<file path="src/rtl/assert_macros.svh">
// Assertion macros used by the sort engine top level.
`ifndef ASSERT_MACROS_SVH
`define ASSERT_MACROS_SVH
`ifndef SYNTHESIS
// expr must hold at every clock edge outside reset
`define KSE_ASSERT_ALWAYS(lbl, expr) \
	lbl: assert property (@(posedge clk) disable iff (!arst_n) (expr)) \
		else $error("kse assertion failed");
// when trig holds, cons must hold in the following cycle
`define KSE_ASSERT_NEXT(lbl, trig, cons) \
	lbl: assert property (@(posedge clk) disable iff (!arst_n) (trig) |=> (cons)) \
		else $error("kse assertion failed");
`else
`define KSE_ASSERT_ALWAYS(lbl, expr)
`define KSE_ASSERT_NEXT(lbl, trig, cons)
`endif
`endif

</file>
<file path="src/rtl/kse_pkg.sv">
// Shared constants and types of the key sort engine.
package kse_pkg;

	localparam int unsigned CAPACITY_DEF = 64;
	localparam int unsigned KEY_BITS_DEF = 32;
	localparam int unsigned KEY_FIELD_W  = 32;

	// what every cell of the chain does in a cycle
	typedef enum logic [1:0] {
		CELL_HOLD,
		CELL_INSERT,
		CELL_SHIFT,
		CELL_ROTATE
	} cell_op_t;

	// control broadcast from the sequencer to every cell
	typedef struct packed {
		cell_op_t op;
		logic     load_key;
	} cell_ctl_t;

endpackage

</file>
<file path="src/rtl/kse_cell.sv">
// One cell of the insertion chain: a key, its valid bit, and a comparator.
module kse_cell #(
	parameter int unsigned KEY_BITS = kse_pkg::KEY_BITS_DEF
) (
	input  logic                clk,
	input  logic                arst_n,
	input  kse_pkg::cell_ctl_t  ctl,
	input  logic [KEY_BITS-1:0] new_key,
	input  logic [KEY_BITS-1:0] prev_key,
	input  logic                prev_valid,
	input  logic                prev_after,
	input  logic [KEY_BITS-1:0] next_key,
	input  logic                next_valid,
	input  logic [KEY_BITS-1:0] head_key,
	input  logic                is_tail,
	output logic [KEY_BITS-1:0] key,
	output logic                valid,
	output logic                after
);
	import kse_pkg::*;

	logic [KEY_BITS-1:0] key_q;
	logic                valid_q;
	logic [KEY_BITS-1:0] key_d;
	logic                valid_d;

	// stored key orders after the incoming one (unsigned order)
	assign after = valid_q && (key_q > new_key);

	always_comb begin
		key_d   = key_q;
		valid_d = valid_q;
		case (ctl.op)
			CELL_INSERT: begin
				if (ctl.load_key) begin
					if (prev_after) begin
						key_d   = prev_key;
						valid_d = 1'b1;
					end else if (after || (!valid_q && prev_valid)) begin
						key_d   = new_key;
						valid_d = 1'b1;
					end
				end
			end
			CELL_SHIFT: begin
				key_d   = next_key;
				valid_d = next_valid;
			end
			CELL_ROTATE: begin
				if (valid_q) begin
					key_d = is_tail ? head_key : next_key;
				end
			end
			default: begin
				key_d   = key_q;
				valid_d = valid_q;
			end
		endcase
	end

	always_ff @(posedge clk or negedge arst_n) begin
		if (!arst_n) begin
			valid_q <= 1'b0;
		end else begin
			valid_q <= valid_d;
		end
	end

	always_ff @(posedge clk) begin
		key_q <= key_d;
	end

	assign key   = key_q;
	assign valid = valid_q;

endmodule

</file>
<file path="config.mk">
export PLATFORM = sky130hd
export DESIGN_NAME = kse_cell
export DESIGN_NICKNAME = d
export VERILOG_FILES = /design/src/rtl/assert_macros.svh /design/src/rtl/kse_pkg.sv /design/src/rtl/kse_cell.sv
export SDC_FILE = /design/constraint.sdc
export NUM_CORES = 1
export LEC_CHECK = 0
export BUFFER_PORTS_ARGS = -buffer_cell sky130_fd_sc_hd__buf_2
export CAP_MARGIN = 20
export CORE_MARGIN = 1
export CORE_UTILIZATION = 31
export CTS_CLUSTER_SIZE = 24
export DETAILED_ROUTE_END_ITERATION = 10
export GPL_TIMING_DRIVEN = 1
export PLACE_DENSITY = 0.61
export SLEW_MARGIN = 10
export SYNTH_ARGS = -nofsm -noshare
export SYNTH_HDL_FRONTEND = slang
export SYNTH_SLANG_ARGS = --single-unit
</file>
<file path="constraint.sdc">
create_clock -name clk -period 4.7 [get_ports clk]
set_input_delay 0.94 -clock clk [delete_from_list [all_inputs] [get_ports clk]]
set_output_delay 0.94 -clock clk [all_outputs]
set_load 0.01 [all_outputs]
</file>
==> results.sh, run 1 <==
export IMPL_status="finished clean"
export IMPL_cts_root_buf="clkbuf_8"
export IMPL_use_met2_pct=31.58
export IMPL_setup_viol=0
export IMPL_critPathRequiredTime_ns=3.76
export IMPL_synthDistinctLibCells=31
export IMPL_tritoncts="yes"
export IMPL_maxCapViolations=0
export IMPL_dpl_instance_area_um2=3739
export IMPL_worstPathArrival_ns=2.83
export IMPL_setup_tns_ns=0
export IMPL_antenna_found_initial=0
export IMPL_die_h_um=97.09
export IMPL_vdd_ir_drop_max_uv=96.15
export IMPL_die_area_um2=9426
export IMPL_routed_via_count=2852
export IMPL_post_dp_hpwl_um=6346
export IMPL_gp_congestion=0.7590
export IMPL_p_per_area_nw_per_um2=242.2
export IMPL_syn_avg_cell_area_um2=9.129
export IMPL_grtUsageMet1_pct=20.68
export IMPL_cts_clk_slew_worst_paths_ns=0.07
export IMPL_synthesis_area_um2=2803
export IMPL_chipWidth_um=97.09
export IMPL_layout_nets=637
export IMPL_slew_headroom_pct=30.40
export IMPL_num_io_pins=171
export IMPL_fin_area_um2=3867
export IMPL_globalRouteMet3Util_pct=3.309
export IMPL_cts_repair_resized=0
export IMPL_antenna_cells=0
export IMPL_n_fill_cell=887
export IMPL_grt_ovfl_total=0
export IMPL_synth_area_leaders="edfxtp_1 34%, ha_1 14%, mux2i_1 12%"
export IMPL_track_usage_pct=17.23
export IMPL_yosysTopAreaCell="edfxtp_1"
export IMPL_first_global_vias=2867
export IMPL_ys_seq_area_share_pct=35.18
export IMPL_drtPass1Iterations=4
export IMPL_rsz0062_at_grt="false"
export IMPL_drc=0
export IMPL_start_util_pct=32.14
export IMPL_h_tree_depth=2
export IMPL_drive_gt1_share_pct=39.45
export IMPL_skew_ns=0.004322
export IMPL_critical_path_class="in2out"
export IMPL_synth_top_area_share_pct=34.29
export IMPL_fin_crit_ns=3.772
export IMPL_drt_iter0_markers=69
export IMPL_max_slew_worst_pin_slew_ns=1.040
export IMPL_portBuffers=170
export IMPL_yosys_warnings=0
export IMPL_p_leak_uw=0.002017
export IMPL_critPathLaunchType="input port"
export IMPL_synthCells=307
export IMPL_postCtsHoldBufs=0
export IMPL_grt_start_max_net_pins=67
export IMPL_syn_to_final_growth_pct=37.99
export IMPL_routed_wl_um=8019
export IMPL_cts_buffer_depth=2
export IMPL_std_cell_rows=34
export IMPL_via_per_inst=4.943
export IMPL_core_area_um2=8721
export IMPL_synth_nets=476
export IMPL_post_cts_setup_buffers=0
export IMPL_numClockSinks=33
export IMPL_cp_end_kind="output pin"
export IMPL_avgRoutedWirePerCell_um=13.90
export IMPL_grt_pass1_wl_um=13200
export IMPL_max_freq_mhz=265.1
export IMPL_grt_busiest_layer="met2"
export IMPL_finalCritPeriodShare_pct=80.25
export IMPL_worstPathMaxFanout=3
export IMPL_hp_class="in2async"
export IMPL_slew_viol_final=0
export IMPL_insertion_delay_ns=0.28
export IMPL_antenna_left=0
export IMPL_layout_common_cells="170 x buf_2, 45 x a21oi_1, 35 x nor2_1"
export IMPL_mostFrequentLayoutCell="buf_2"
export IMPL_final_hold_viol_count=0
export IMPL_ys_ff_latch=33
export IMPL_cts_made_buffers=5
==> registers in the layout, summed over array words and instances (netlist names) <==
name and flops:
valid 1, key 32
==> power breakdown <==
group          switching, uW  internal [uW]
Sequential              18.8            368
Combinational            165            145
Clock                    108            133
Total                    292            645
==> cell families after synthesis <==
| kind of cell | after synthesis | share of synthesized area [%] |
|---|---|---|
| compound gates | 95 | 21.43 |
| fa+ha+maj | 32 | 14.29 |
| buf+inv | 52 | 7.232 |
| flops | 33 | 35.18 |
| mux | 33 | 11.79 |
| simple gates | 62 | 10.09 |
==> synthesized netlist by cell type, drive strengths merged <==
master,number
a2111oi,1
a211oi,33
a21boi,1
a21o,3
a21oi,46
a221o,2
a22oi,1
a31oi,1
buf,4
clkbuf,15
dfrtp,1
edfxtp,32
ha,32
inv,33
mux2i,33
nand2,6
nand3,6
nand4,8
nor2,35
nor2b,2
nor3,2
nor4,1
o211ai,2
o21ai,3
o31a,1
o31ai,1
or3,1
or4,1
==> area by class of cell <==
cell class | count | area, um^2 | area share, %
Multi-Input combinational cell | 222 | 1628 | 42.09
Sequential cell | 33 | 985.9 | 25.49
Timing Repair Buffer | 173 | 893.4 | 23.10
Tap cell | 108 | 135.1 | 3.494
Inverter | 33 | 123.9 | 3.203
Clock buffer | 7 | 96.34 | 2.491
Clock inverter | 1 | 5.005 | 0.1294
==> routing by layer <==
metal / part of all wire, % / vias up
met5: 0 / -
li1: - / 1468
met4: 0.85 / 0
met1: 43 / 1265
met3: 7.3 / 6
met2: 49 / 113
==> stage by stage <==
step                cells  utilization, %  hold slack, ns  power [uW]  worst slack (ns)
finish                577           44.35          0.4254       936.8            0.9284
CTS                   576           44.03          0.4164       949.7            0.8720
floorplan             307               -          0.6444       565.7            0.7333
detailed placement    568           42.87          0.6444       702.9            0.8856
global route          577           44.35          0.4100        1002            0.7591
global placement      568           42.87          0.6442       693.8            0.8914
==> path summary, 6_finish.rpt <==
check	from	endpoint	slack [ns]	cells after the start
setup reg to reg	key[27]	key[16]	1.96	7
min in group clk	valid	valid	0.66	2
max in group asynchronous	arst_n	valid	4.18	1
hold / removal	arst_n	valid	0.43	1
setup / recovery	new_key[7]	after	0.93	9
hold reg to reg	valid	valid	0.66	2
==> critical path, stage by stage <==
cell and delay (ns):
buf_2 0.07, inv_1 0.04, ha_1 0.32, a21oi_1 0.14
o21ai_0 0.14, a221o_1 0.31, o31ai_1 0.49, a21boi_1 0.18
buf_2 0.18
Power figures use the tool's default switching activity.
==> inputs of run 2 (changes only) <==
==> constraint.sdc (replaced) <==
create_clock -name clk -period 3.6 [get_ports clk]
set_input_delay 0.72 -clock clk [delete_from_list [all_inputs] [get_ports clk]]
set_output_delay 0.72 -clock clk [all_outputs]
set_load 0.01 [all_outputs]
==> run 2 against run 1 <==
  * Critical path depth is the same
  * Global-route usage fell by 0.98 points
  * Clock skew increased by 0.0059 ns
  * First-iteration DRC count up 25%
  * Critical path type unchanged
  * Combinational power rose by 30%
  * Die area unchanged
  * Flip-flop and latch count stayed put
  * Sequential share of layout area about the same
  * Largest power group unchanged
  * Register-to-register slack worse by 1.1 ns
  * Highest routed layer unchanged
  * Cell count rose by 0.17%
  * Setup slack got worse by 0.71 ns
==> results.sh, run 2 (synthesis results as in run 1) <==
export IMPL_avgRoutedWirePerCell_um=13.68
export IMPL_dpl_instance_area_um2=3746
export IMPL_layout_common_cells="170 x buf_2, 45 x a21oi_1, 35 x nor2_1"
export IMPL_start_util_pct=32.14
export IMPL_critPathLaunchType="input port"
export IMPL_drive_gt1_share_pct=39.15
export IMPL_p_per_area_nw_per_um2=310.6
export IMPL_core_area_um2=8721
export IMPL_max_freq_mhz=295.9
export IMPL_final_hold_viol_count=0
export IMPL_via_per_inst=4.913
export IMPL_routed_via_count=2840
export IMPL_postCtsHoldBufs=0
export IMPL_critical_path_class="in2out"
export IMPL_drt_iter0_markers=86
export IMPL_h_tree_depth=2
export IMPL_drc=0
export IMPL_routed_wl_um=7908
export IMPL_skew_ns=0.01023
export IMPL_reg2reg_slack_ns=0.85
export IMPL_postLayoutCoreUtil_pct=44.30
export IMPL_fin_area_um2=3864
export IMPL_cp_end_kind="output pin"
export IMPL_layout_nets=638
export IMPL_slew_headroom_pct=57.14
export IMPL_cts_made_buffers=5
export IMPL_insertion_delay_ns=0.28
export IMPL_cts_clk_slew_worst_paths_ns=0.06
export IMPL_antenna_found_initial=0
export IMPL_post_dp_hpwl_um=6159
export IMPL_grt_ovfl_total=0
export IMPL_rsz0062_at_grt="false"
export IMPL_grt_pass1_wl_um=12450
export IMPL_track_usage_pct=16.25
export IMPL_grt_start_max_net_pins=67
export IMPL_chipWidth_um=97.09
export IMPL_status="finished clean"
export IMPL_worstPathMaxFanout=3
export IMPL_gp_congestion=0.7547
export IMPL_maxCapViolations=0
export IMPL_cts_buffer_depth=2
export IMPL_fin_crit_ns=3.380
export IMPL_portBuffers=170
export IMPL_first_global_vias=2755
export IMPL_cts_root_buf="clkbuf_8"
export IMPL_syn_to_final_growth_pct=37.86
export IMPL_antenna_cells=0
export IMPL_p_leak_uw=0.002013
export IMPL_regToRegStartpoint="key[31]"
export IMPL_die_area_um2=9426
export IMPL_max_slew_worst_pin_slew_ns=0.6429
export IMPL_num_io_pins=171
export IMPL_mostFrequentLayoutCell="buf_2"
export IMPL_numClockSinks=33
export IMPL_die_h_um=97.09
export IMPL_tritoncts="yes"
export IMPL_post_cts_setup_buffers=0
export IMPL_hp_class="in2async"
export IMPL_std_cell_rows=34
export IMPL_finalCritPeriodShare_pct=93.88
export IMPL_setup_tns_ns=0
export IMPL_setup_viol=0
export IMPL_cts_repair_resized=0
export IMPL_r2r_cells=7
export IMPL_worstPathArrival_ns=2.66
export IMPL_vdd_ir_drop_max_uv=117.8
export IMPL_timing_rr_end="key[9]"
export IMPL_drtPass1Iterations=4
export IMPL_critPathRequiredTime_ns=2.88
export IMPL_slew_viol_final=0
export IMPL_largest_reg_flops=32
export IMPL_antenna_left=0
## run 2: report_power, final
group | leakage (uW) | total (uW) | internal (uW) | switching, uW
logic | 0.00165 | 403 | 189 | 215
registers | 0.000322 | 505 | 480 | 25.2
clock network | 0.0000455 | 292 | 156 | 135
## run 2: worst max path at each step
| stage | to | from | depth (start not counted) | slack (ns) |
|---|---|---|---|---|
| final | after | new_key[7] | 9 | 0.22 |
| after global routing | after | new_key[7] | 9 | 0.05 |
| after CTS | after | new_key[14] | 9 | 0.23 |
| after detailed placement | after | new_key[14] | 9 | 0.23 |
| after global placement | after | new_key[14] | 9 | 0.25 |
| after floorplan | key[0] | new_key[27] | 7 | 0.48 |
## run 2: final cells by class
type | instances | area, um^2
tap | 108 | 135.1
clock buffer | 8 | 90.09
timing repair buffer | 174 | 900.9
inverter | 33 | 123.9
multi-input combinational | 222 | 1628
sequential | 33 | 985.9
fill | 891 | 4857
## run 2: critical path, cell delays in order
cell and delay [ns]:
buf_2 0.07, inv_1 0.04, ha_1 0.33, a21oi_1 0.16, o21ai_0 0.12, a221o_1 0.30
o31ai_1 0.55, a21boi_1 0.19, buf_2 0.18
## run 2: metrics by stage
stage | cells | hold slack [ns] | power, uW | setup slack (ns)
after global routing | 578 | 0.2023 | 1277 | 0.04885
after floorplan | 307 | 0.4244 | 738.1 | 0.4807
final | 578 | 0.2172 | 1200 | 0.2205
after global placement | 569 | 0.5124 | 906.9 | 0.2481
after CTS | 577 | 0.2112 | 1210 | 0.2280
after detailed placement | 569 | 0.5129 | 912.9 | 0.2299
## run 2: per-layer routing
| layer | part of all wire, % | vias to the layer above | global-route usage (%) |
|---|---|---|---|
| met2 | 49 | 128 | 28.28 |
| met3 | 7.9 | 6 | 3.813 |
| met5 | 0 | - | 0 |
| li1 | - | 1470 | - |
| met1 | 42 | 1236 | 20.55 |
| met4 | 0.75 | 0 | 3.100 |
